--- src/fsrs_pkg.sv ---
`timescale 1ns / 1ps
// ----------------------------------------------------------------------------
// Frequency sweep RSSI sequencer package
// Shared codes, register indexes and default sizes for the sweep sequencer.
// ----------------------------------------------------------------------------
package fsrs_pkg;

  localparam int DEF_MAX_SAMPLES = 64;
  localparam int DEF_SAMPLE_BITS = 12;
  localparam int DEF_FREQ_BITS   = 23;

  localparam int CFG_IDX_W = 3;
  localparam int OP_W      = 2;
  localparam int EV_W      = 3;
  localparam int ERR_W     = 2;

  typedef logic [OP_W-1:0]      op_t;
  typedef logic [EV_W-1:0]      event_t;
  typedef logic [ERR_W-1:0]     err_t;
  typedef logic [CFG_IDX_W-1:0] cfg_idx_t;
  typedef logic [1:0]           conv_t;
  typedef logic [1:0]           phase_t;

  localparam op_t OP_START  = 2'd0;
  localparam op_t OP_TICK   = 2'd1;
  localparam op_t OP_SAMPLE = 2'd2;
  localparam op_t OP_DONE   = 2'd3;

  localparam event_t EV_NONE     = 3'd0;
  localparam event_t EV_RETUNE   = 3'd1;
  localparam event_t EV_TRIGGER  = 3'd2;
  localparam event_t EV_RSSI     = 3'd3;
  localparam event_t EV_ACCEPTED = 3'd4;
  localparam event_t EV_REJECTED = 3'd5;

  localparam err_t ERR_NONE       = 2'd0;
  localparam err_t ERR_START_BAND = 2'd1;
  localparam err_t ERR_STOP_BAND  = 2'd2;
  localparam err_t ERR_ORDER      = 2'd3;

  localparam conv_t CONV_IDLE     = 2'd0;
  localparam conv_t CONV_SAMPLING = 2'd1;
  localparam conv_t CONV_DONE     = 2'd2;

  localparam phase_t PHASE_RETUNE  = 2'd0;
  localparam phase_t PHASE_TRIGGER = 2'd1;
  localparam phase_t PHASE_REPORT  = 2'd2;

  localparam cfg_idx_t CFG_SWEEP_START = 3'd0;
  localparam cfg_idx_t CFG_SWEEP_STOP  = 3'd1;
  localparam cfg_idx_t CFG_SWEEP_STEP  = 3'd2;
  localparam cfg_idx_t CFG_BAND_LOW    = 3'd3;
  localparam cfg_idx_t CFG_BAND_HIGH   = 3'd4;
  localparam cfg_idx_t CFG_IF_OFFSET   = 3'd5;

endpackage

--- src/frequency_sweep_rssi_sequencer.sv ---
`timescale 1ns / 1ps
// ----------------------------------------------------------------------------
// Frequency sweep RSSI sequencer
// Steps a receiver frequency between configured limits, triggers the
// converter, accumulates samples and reports the averaged RSSI.
// ----------------------------------------------------------------------------
// A result passes through the execute state and, for an RSSI report with samples,
// through the bit-serial divider (one quotient bit a cycle over SAMPLE_BITS +
// clog2(MAX_SAMPLES + 1) bits), then is registered at the output once it is free.
// A request is taken only when idle, not before the previous result leaves the done state.
// A new request is taken while the previous result still waits at the output.
// Synchronous reset clears the sweep state and loads register defaults.
module frequency_sweep_rssi_sequencer #(
  parameter int MAX_SAMPLES = fsrs_pkg::DEF_MAX_SAMPLES,
  parameter int SAMPLE_BITS = fsrs_pkg::DEF_SAMPLE_BITS,
  parameter int FREQ_BITS   = fsrs_pkg::DEF_FREQ_BITS
) (
  input  logic                           clk,
  input  logic                           rst,
  input  logic                           cfg_write_en,
  input  fsrs_pkg::cfg_idx_t             cfg_index,
  input  logic [FREQ_BITS-1:0]           cfg_data,
  input  logic                           in_valid,
  output logic                           in_ready,
  input  fsrs_pkg::op_t                  operation,
  input  logic [SAMPLE_BITS-1:0]         sample_value,
  output logic                           out_valid,
  input  logic                           out_ready,
  output fsrs_pkg::event_t               event_res,
  output fsrs_pkg::err_t                 error_kind,
  output logic signed [FREQ_BITS:0]      synth_freq_khz,
  output logic [FREQ_BITS-1:0]           sweep_freq_khz,
  output logic [SAMPLE_BITS-1:0]         rssi_level,
  output logic                           sweep_started,
  output logic                           sweep_stopped
);
  import fsrs_pkg::*;

  localparam int CNT_W = $clog2(MAX_SAMPLES + 1);
  localparam int SUM_W = SAMPLE_BITS + CNT_W;
  localparam int DIV_W = $clog2(SUM_W);

  localparam logic [1:0] ST_IDLE = 2'd0;
  localparam logic [1:0] ST_EXEC = 2'd1;
  localparam logic [1:0] ST_DIV  = 2'd2;
  localparam logic [1:0] ST_DONE = 2'd3;

  logic [FREQ_BITS-1:0] sweep_start, sweep_stop, sweep_step;
  logic [FREQ_BITS-1:0] band_low, band_high, if_offset;

  logic [1:0]             state;
  logic                   sweep_running;
  phase_t                 sweep_phase;
  logic [FREQ_BITS-1:0]   current_point;
  logic                   first_step;
  conv_t                  converter_status;
  logic [SUM_W-1:0]       sample_sum;
  logic [CNT_W-1:0]       sample_count;

  op_t                    req_op;
  logic [SAMPLE_BITS-1:0] req_sample;

  event_t                 res_ev;
  err_t                   res_err;
  logic [FREQ_BITS-1:0]   res_freq;
  logic                   res_started;
  logic                   res_stopped;

  logic [SUM_W-1:0]       quo;
  logic [CNT_W-1:0]       rem;
  logic [CNT_W-1:0]       divisor;
  logic [DIV_W-1:0]       div_cnt;

  logic                   start_bad, stop_bad, order_bad;
  logic [FREQ_BITS:0]     next_sum;
  logic                   next_past_stop;
  logic [CNT_W:0]         rem_shift;
  logic [CNT_W+1:0]       trial;
  logic                   trial_ge;
  logic                   out_free;

  assign in_ready = (state == ST_IDLE) && !rst;
  assign out_free = !out_valid || out_ready;

  assign start_bad = (sweep_start < band_low) || (sweep_start > band_high);
  assign stop_bad  = (sweep_stop < band_low) || (sweep_stop > band_high);
  assign order_bad = (sweep_start > sweep_stop);

  assign next_sum       = {1'b0, current_point} + {1'b0, sweep_step};
  assign next_past_stop = (next_sum > {1'b0, sweep_stop});

  assign rem_shift = {rem, quo[SUM_W-1]};
  assign trial     = {1'b0, rem_shift} - {2'b00, divisor};
  assign trial_ge  = !trial[CNT_W+1];

  always_ff @(posedge clk) begin
    if (rst) begin
      sweep_start <= '0;
      sweep_stop  <= '0;
      sweep_step  <= '0;
      band_low    <= '0;
      band_high   <= '1;
      if_offset   <= '0;
    end else if (cfg_write_en) begin
      unique case (cfg_index)
        CFG_SWEEP_START: sweep_start <= cfg_data;
        CFG_SWEEP_STOP:  sweep_stop  <= cfg_data;
        CFG_SWEEP_STEP:  sweep_step  <= cfg_data;
        CFG_BAND_LOW:    band_low    <= cfg_data;
        CFG_BAND_HIGH:   band_high   <= cfg_data;
        CFG_IF_OFFSET:   if_offset   <= cfg_data;
        default: begin
        end
      endcase
    end
  end

  always_ff @(posedge clk) begin
    if (in_valid && in_ready) begin
      req_op     <= operation;
      req_sample <= sample_value;
    end
  end

  always_ff @(posedge clk) begin
    if (rst) begin
      state            <= ST_IDLE;
      sweep_running    <= 1'b0;
      sweep_phase      <= PHASE_RETUNE;
      current_point    <= '0;
      first_step       <= 1'b1;
      converter_status <= CONV_IDLE;
      sample_sum       <= '0;
      sample_count     <= '0;
      out_valid        <= 1'b0;
    end else begin
      if (out_valid && out_ready) begin
        out_valid <= 1'b0;
      end
      unique case (state)
        ST_IDLE: begin
          if (in_valid) begin
            state <= ST_EXEC;
          end
        end
        ST_EXEC: begin
          res_ev      <= EV_NONE;
          res_err     <= ERR_NONE;
          res_freq    <= '0;
          res_started <= 1'b0;
          res_stopped <= 1'b0;
          quo         <= '0;
          state       <= ST_DONE;
          unique case (req_op)
            OP_START: begin
              if (start_bad) begin
                res_ev  <= EV_REJECTED;
                res_err <= ERR_START_BAND;
              end else if (stop_bad) begin
                res_ev  <= EV_REJECTED;
                res_err <= ERR_STOP_BAND;
              end else if (order_bad) begin
                res_ev  <= EV_REJECTED;
                res_err <= ERR_ORDER;
              end else begin
                res_ev        <= EV_ACCEPTED;
                current_point <= '0;
                first_step    <= 1'b1;
                sweep_phase   <= PHASE_RETUNE;
                sweep_running <= 1'b1;
              end
            end
            OP_TICK: begin
              if (sweep_running) begin
                unique case (sweep_phase)
                  PHASE_RETUNE: begin
                    res_ev      <= EV_RETUNE;
                    sweep_phase <= PHASE_TRIGGER;
                    if (first_step) begin
                      current_point <= sweep_start;
                      res_freq      <= sweep_start;
                      first_step    <= 1'b0;
                      res_started   <= 1'b1;
                    end else if (next_past_stop) begin
                      current_point <= sweep_start;
                      res_freq      <= sweep_start;
                    end else begin
                      current_point <= next_sum[FREQ_BITS-1:0];
                      res_freq      <= next_sum[FREQ_BITS-1:0];
                    end
                  end
                  PHASE_TRIGGER: begin
                    if (converter_status == CONV_IDLE) begin
                      converter_status <= CONV_SAMPLING;
                      sweep_phase      <= PHASE_REPORT;
                      res_ev           <= EV_TRIGGER;
                    end
                  end
                  PHASE_REPORT: begin
                    if (converter_status == CONV_DONE) begin
                      res_ev           <= EV_RSSI;
                      res_freq         <= current_point;
                      sample_sum       <= '0;
                      sample_count     <= '0;
                      converter_status <= CONV_IDLE;
                      sweep_phase      <= PHASE_RETUNE;
                      if (next_past_stop) begin
                        sweep_running <= 1'b0;
                        res_stopped   <= 1'b1;
                      end
                      if (sample_count != '0) begin
                        quo     <= sample_sum;
                        rem     <= '0;
                        divisor <= sample_count;
                        div_cnt <= DIV_W'(SUM_W - 1);
                        state   <= ST_DIV;
                      end
                    end
                  end
                  default: begin
                    sweep_phase <= PHASE_RETUNE;
                  end
                endcase
              end
            end
            OP_SAMPLE: begin
              if ((converter_status == CONV_SAMPLING) &&
                  (sample_count < CNT_W'(MAX_SAMPLES))) begin
                sample_sum   <= sample_sum + SUM_W'(req_sample);
                sample_count <= sample_count + CNT_W'(1);
              end
            end
            default: begin
              if (converter_status == CONV_SAMPLING) begin
                converter_status <= CONV_DONE;
              end
            end
          endcase
        end
        ST_DIV: begin
          rem     <= trial_ge ? trial[CNT_W-1:0] : rem_shift[CNT_W-1:0];
          quo     <= {quo[SUM_W-2:0], trial_ge};
          div_cnt <= div_cnt - DIV_W'(1);
          if (div_cnt == '0) begin
            state <= ST_DONE;
          end
        end
        default: begin
          if (out_free) begin
            out_valid      <= 1'b1;
            event_res      <= res_ev;
            error_kind     <= res_err;
            sweep_freq_khz <= res_freq;
            rssi_level     <= quo[SAMPLE_BITS-1:0];
            sweep_started  <= res_started;
            sweep_stopped  <= res_stopped;
            synth_freq_khz <= (res_ev == EV_RETUNE) ?
                              ({1'b0, res_freq} - {1'b0, if_offset}) : '0;
            state          <= ST_IDLE;
          end
        end
      endcase
    end
  end

  assert property (@(posedge clk) disable iff (rst)
    sample_count <= CNT_W'(MAX_SAMPLES))
    else $error("Sample count exceeds its limit.");

  assert property (@(posedge clk) disable iff (rst)
    in_valid && in_ready |=> state == ST_EXEC)
    else $error("Accepted request did not enter execution.");

  assert property (@(posedge clk) disable iff (rst)
    out_valid && !out_ready |=> out_valid && $stable(event_res) && $stable(rssi_level))
    else $error("Stalled result changed.");

  assert property (@(posedge clk) disable iff (rst)
    out_valid && sweep_stopped |-> event_res == EV_RSSI)
    else $error("Sweep end flagged outside an RSSI report.");

  assert property (@(posedge clk) disable iff (rst)
    out_valid && sweep_started |-> event_res == EV_RETUNE)
    else $error("Sweep start flagged outside a retune.");

endmodule
--- config.mk ---
export PLATFORM = sky130hd
export DESIGN_NAME = frequency_sweep_rssi_sequencer
export DESIGN_NICKNAME = d
export VERILOG_FILES = /design/src/fsrs_pkg.sv /design/src/frequency_sweep_rssi_sequencer.sv
export SDC_FILE = /design/constraint.sdc
export NUM_CORES = 1
export LEC_CHECK = 0
export ABC_AREA = 0
export ABC_CLOCK_PERIOD_IN_PS = 9100
export BUFFER_PORTS_ARGS = -buffer_cell sky130_fd_sc_hd__buf_2
export CAP_MARGIN = 20
export CORE_MARGIN = 1
export CORE_UTILIZATION = 55
export DETAILED_ROUTE_END_ITERATION = 7
export PLACE_DENSITY = 0.73
export RECOVER_POWER = 50
export SLEW_MARGIN = 20
export SYNTH_ARGS = -nofsm -noshare
export SYNTH_HDL_FRONTEND = slang
export SYNTH_SLANG_ARGS = --single-unit
--- constraint.sdc ---
create_clock -name clk -period 9.1 [get_ports clk]
set_input_delay 1.82 -clock clk [delete_from_list [all_inputs] [get_ports clk]]
set_output_delay 1.82 -clock clk [all_outputs]
set_load 0.05 [all_outputs]
==> qor.yml, run 1 <==
hold_start: "res_stopped"
power_w: 0.00395
crit_fanout: 23
gp_congestion: 0.923
hpwl_microns: 36100
antenna_found_initial: 0
crit_required_ns: 9.33
grt_pass1_vias: 14800
wl_per_cell_microns: 18.5
synth_compound_area_frac: 0.172
hold_path_end: "sweep_stopped"
r2r_slack_ns: 3.22
core_sq_um: 33800
peakVddDrop_uv: 121
hold_path.class: "reg -> reg"
async_flop_share: 0
boundaryPins: 113
ctsHoldBuffers: 0
finalWorstSetupSlack_ns: 3.22
die_y_microns: 188
initial_core_util: 0.564
synth.most_common_cell: "nand2_1"
worstMarginPinSlew_ns: 2.52
synthToLayoutAreaGrowth_pct: 11.2
skew_ns: 0.0175
cts_root_buf: "clkbuf_16"
first_iter_violations: 1084
synth_top_family_by_area: "compound AO/OA/AOI/OAI gates"
synthMuxAreaShare: 0.0158
slew_violations: 172
fin_crit_sh: 0.647
ys_warn_count: 0
cts_made_buffers: 38
reg2reg_to: "res_freq[13]"
min_path_cells: 0
layout-drive-gt1-share: 0.0833
endpoint_kind: "flop"
post_drt_via_cell_ratio: 5.89
synth-edff-count: 148
grt_use_total: 0.275
powerDensity_nw_per_um2: 186
stdcell_area_sq_um: 21200
insertion_delay_ns: 0.52
postSynthCellCount: 2083
final.setup.tns_ns: 0
final_nets: 2427
finalHoldViolCount: 0
num_rows: 67
r2r-start: "current_point[0]"
setup_viol: 0
violations: "max-capacitance violations, max-slew violations"
period_needed_ns: 5.88
synthDistinctLibCells: 67
rr_worst_depth: 18
synth_nets: 2341
synthAdderAreaFrac: 0.142
max_slew_margin: -0.678
status: "finished with violations"
dr.pass1.iters: 5
postCtsSetupBuffers: 0
io_buffers: 112
cts_tree: "done"
htree_levels: 2
n_antenna_cell: 0
p_leak_nw: 8.41
grt_first_pass_wirelength_microns: 77600
syn_area_sq_um: 19000
place_ws_ns: 3.32
holdWs_ns: 0.423
yosys.area.top_type_share: 0.233
yosys.area.top_type: "edfxtp_1"
arrival_ns: 6.11
synthTopCellsByCount: "nand2_1 (398), a21oi_1 (209), ha_1 (209), dfxtp_1 (196), edfxtp_1 (148)"
syn_avg_cell_area_sq_um: 9.14
vias: 15600
routed_wl_microns: 48900
crit_type: "reg -> reg"
rsz0062_at_grt: "false"
synthSimpleGateAreaFrac: 0.165
clk_path_buf_depth: 3
dieWidth_microns: 188
startpoint_type: "flop"
synth-seq-area-share: 0.440
cts.sinks: 344
synth_top_flop_cell: "dfxtp_1"
yosys-top-cells-area: "edfxtp_1 (23%), dfxtp_1 (21%), ha_1 (14%)"
ys_seq_elements: 344
drtAntennaViolNets: 0
drc: 0
dpl_cell_area_sq_um: 20000
clk_pin_slew_worst_paths_ns: 0.06
postCtsResizedCells: 0
cap_violations: 4
grt_start_max_net_pins: 90
synth_xor_area_frac: 0.0225
grt_overflow: 0
die-area_sq_um: 35400
fmaxAchievable_ghz: 0.170
-- per-layer routing --
metal  GRT usage  part of all wire
met5           0                 0
met4      0.0916             0.027
met3      0.0384             0.071
met2       0.421              0.44
met1       0.398              0.47
-- kinds of logic after synthesis --
| group | after synthesis |
|---|---|
| simple gates | 712 |
| compound gates | 522 |
| flops | 344 |
| buf+inv | 213 |
| fa+ha+maj | 213 |
| xor+xnor | 49 |
| mux | 30 |
-- critical path: stages (launching register included) --
cell and delay [ns]:
dfxtp_1 0.36, ha_1 0.21, inv_1 0.07, fa_1 0.40
nor2b_1 0.17, o2111ai_1 0.14, and3_1 0.25, or4_1 0.58
a211oi_1 0.36, o21ai_0 0.17, and2_1 0.17, ha_1 0.29
nand4_1 0.13, nor4_1 0.38, nand2_1 0.13, o21ai_1 0.49
and2_2 0.80, mux2i_1 0.34, o21ai_0 0.12
-- worst max path at each step --
| stage | slack, ns | from | depth (start not counted) | endpoint |
|---|---|---|---|---|
| 3_5_place_dp | 3.32 | current_point[0] | 18 | res_freq[2] |
| 6_report | 3.22 | current_point[0] | 18 | res_freq[13] |
| 2_1_floorplan | 1.63 | rst | 2 | error_kind[0] |
| 5_1_grt | 2.87 | current_point[0] | 18 | res_freq[15] |
| 3_3_place_gp | 3.57 | current_point[0] | 18 | res_freq[10] |
| 4_1_cts | 3.30 | current_point[0] | 18 | res_freq[13] |
-- flip-flops by register name, summed over array words and instances (netlist names), 3 cells and up --
| name | count |
|---|---|
| rssi_level | 12 |
| sample_count | 7 |
| sample_sum | 19 |
| divisor | 7 |
| current_point | 23 |
| event_res | 3 |
| if_offset | 23 |
| div_cnt | 5 |
| sweep_freq_khz | 23 |
| synth_freq_khz | 24 |
| sweep_stop | 23 |
| sweep_step | 23 |
| sweep_start | 23 |
| res_ev | 3 |
| quo | 19 |
| res_freq | 23 |
| rem | 7 |
| band_low | 23 |
| band_high | 23 |
| req_sample | 12 |
-- through the flow --
stage                util  std cells
finish              0.626       2645
global route        0.626       2645
CTS                 0.628       2644
detailed placement  0.591       2576
global placement    0.591       2576
floorplan               -       2083
-- report_power, final --
part / internal (W) / switching (W) / leakage, nW / total [W]
Clock: 0.000927 / 0.000614 / 0.612 / 0.00154
Combinational: 0.000198 / 0.000413 / 4.84 / 0.000611
Sequential: 0.00174 / 0.0000531 / 2.96 / 0.00179
-- layout by cell type, fill, tap and decap left out, types with 23 or more instances in the layout --
cell         n
a21o_1      25
buf_2       82
o211ai_1    34
nor2_1      99
a21oi_1    209
mux2i_1     29
o2bb2ai_1   23
clkbuf_1    45
nand4_1     28
dfxtp_1    196
edfxtp_1   148
nand3_1     34
ha_1       209
xor2_1      26
nand2_1    398
clkbuf_16   39
o21ai_0     99
inv_1      134
nor2b_1     25
nor3_1      31
xnor2_1     23
-- cell type report --
type	count	area [sq um]
sequential	344	8370
multi-input combinational	1526	9880
inverter	134	503
timing repair buffer	125	613
clock buffer	53	1060
tap	448	561
fill	2887	12600
clock inverter	15	181
No activity file was read; power rests on OpenSTA's default activity.
==> run 2, diff against run 1 <==
- ABC_CLOCK_PERIOD_IN_PS: 9100 -> 5600
- clock period: 9.1 -> 5.6 ns (I/O delays scaled with it)
==> run 2 against run 1 <==
Net effect:
- sequential share of layout area rose by 0.059 points
- largest power group unchanged
- non-clock buffer count up 5
- critical path depth down 13
- the flow still finishes with violations (max-capacitance violations, max-slew violations)
- die area unchanged
- cell count is 0.19% higher
- combinational power up 64%
- cell area down 0.15%
- critical path type is now in -> reg
==> qor.yml, run 2 (synthesis gave the netlist of run 1 again) <==
cts.sinks: 344
r2r-start: "current_point[0]"
htree_levels: 2
finalHoldViolCount: 0
final_common_cell: "nand2_1"
io_buffers: 112
crit_type: "in -> reg"
final_nets: 2433
final_cell_mix: "nand2_1 (398), a21oi_1 (209), ha_1 (209), dfxtp_1 (196), edfxtp_1 (148)"
layout-drive-gt1-share: 0.0654
num_rows: 67
rr_worst_depth: 20
slew_violations: 230
ctsHoldBuffers: 0
skew_ns: 0.0141
final.setup.tns_ns: 0
post_drt_via_cell_ratio: 5.84
dieWidth_microns: 188
vias: 15500
crit_required_ns: 6.02
crit_top_cell: "clkbuf_1"
crit_fanout: 53
worstMarginPinSlew_ns: 2.73
violations: "max-capacitance violations, max-slew violations"
multi_input_comb_area_sq_um: 9880
insertion_delay_ns: 0.52
drc: 0
hold_path_end: "sweep_started"
first_iter_violations: 993
clk_pin_slew_worst_paths_ns: 0.06
drtAntennaViolNets: 0
path_cells: "clkbuf_1 -> nor2b_2 -> clkbuf_1 -> nand2_1 -> o2bb2ai_1"
fmaxAchievable_ghz: 0.192
die-area_sq_um: 35400
gp_congestion: 0.949
hold_path.class: "reg -> reg"
nFillCells: 2947
grt_overflow: 0
initial_core_util: 0.564
powerDensity_nw_per_um2: 302
arrival_ns: 5.63
largest_reg_flops: 24
max_slew_margin: -0.821
die_y_microns: 188
power_w: 0.00638
clk_path_buf_depth: 3
routed_wl_microns: 48900
cts_tree: "done"
fin_crit_sh: 0.932
slowest_stage: "clkbuf_1"
boundaryPins: 113
reg2reg_to: "res_freq[11]"
regMostFlops: "synth_freq_khz"
startpoint_type: "input port"
grt_start_max_net_pins: 89
cap_violations: 4
hpwl_microns: 36200
cts_made_buffers: 39
postCtsSetupBuffers: 0
p_leak_nw: 8.30
regArea_sq_um: 8370
wl_per_cell_microns: 18.5
r2r_slack_ns: 0.52
period_needed_ns: 5.22
grt_pass1_vias: 14800
setup_viol: 0
crit_path_max_incr_delay_ns: 1.47
n_antenna_cell: 0
min_path_cells: 0
dr.pass1.iters: 5
antenna_found_initial: 0
grt_first_pass_wirelength_microns: 78000
postCtsResizedCells: 0
peakVddDrop_uv: 232
hold_start: "res_started"
endpoint_kind: "flop"
core_sq_um: 33800
synthToLayoutAreaGrowth_pct: 11.0
status: "finished with violations"
rsz0062_at_grt: "false"
cts_root_buf: "clkbuf_16"
grt_use_total: 0.277
-- run 2: how the worst max path moves through the flow --
| stage | start | slack (ns) | to | cells past startpoint |
|---|---|---|---|---|
| final | rst | 0.38 | current_point[8] | 5 |
| after global routing | rst | 0.05 | current_point[8] | 5 |
| after CTS | current_point[0] | 0.57 | res_freq[22] | 20 |
| after detailed placement | current_point[0] | 0.61 | res_freq[22] | 20 |
| after global placement | current_point[0] | 0.75 | res_freq[22] | 20 |
| after floorplan | current_point[0] | 1.02 | res_freq[10] | 20 |
-- run 2: power breakdown --
group	switching [W]	internal, W
clock	0.000991	0.00147
sequential	0.0000878	0.00283
combinational	0.000678	0.000325
-- run 2: routing by layer --
metal	part of all wire	wire length (microns)	GRT usage
met1	0.48	23400	0.399
met2	0.43	21200	0.427
met3	0.059	2870	0.0333
met4	0.031	1500	0.100
met5	0	0	0
-- run 2: metrics by stage --
step	hold slack (ns)	cells	setup WS (ns)	utilization	instance area [sq um]
2_1_floorplan	0.400	2083	1.02	-	19000
3_3_place_gp	0.412	2581	0.753	0.592	20000
3_5_place_dp	0.421	2581	0.609	0.592	20000
4_1_cts	0.435	2649	0.566	0.628	21200
5_1_grt	0.454	2650	0.0542	0.626	21100
6_report	0.435	2650	0.383	0.626	21100
-- run 2: critical path: cells and delay by family --
kind,cells,cell delay (ns)
buffers and inverters,2,2.44
and+or+nand+nor,2,1.61
AOI/OAI and AO/OA,1,0.42
-- run 2: area by class of cell --
type,count,area share
clock buffers,54,0.0523
clock inverters,14,0.00562
inverters,134,0.0238
multi-input cells,1526,0.467
flip-flops and latches,344,0.396
well taps,448,0.0265
repair buffers,130,0.0284
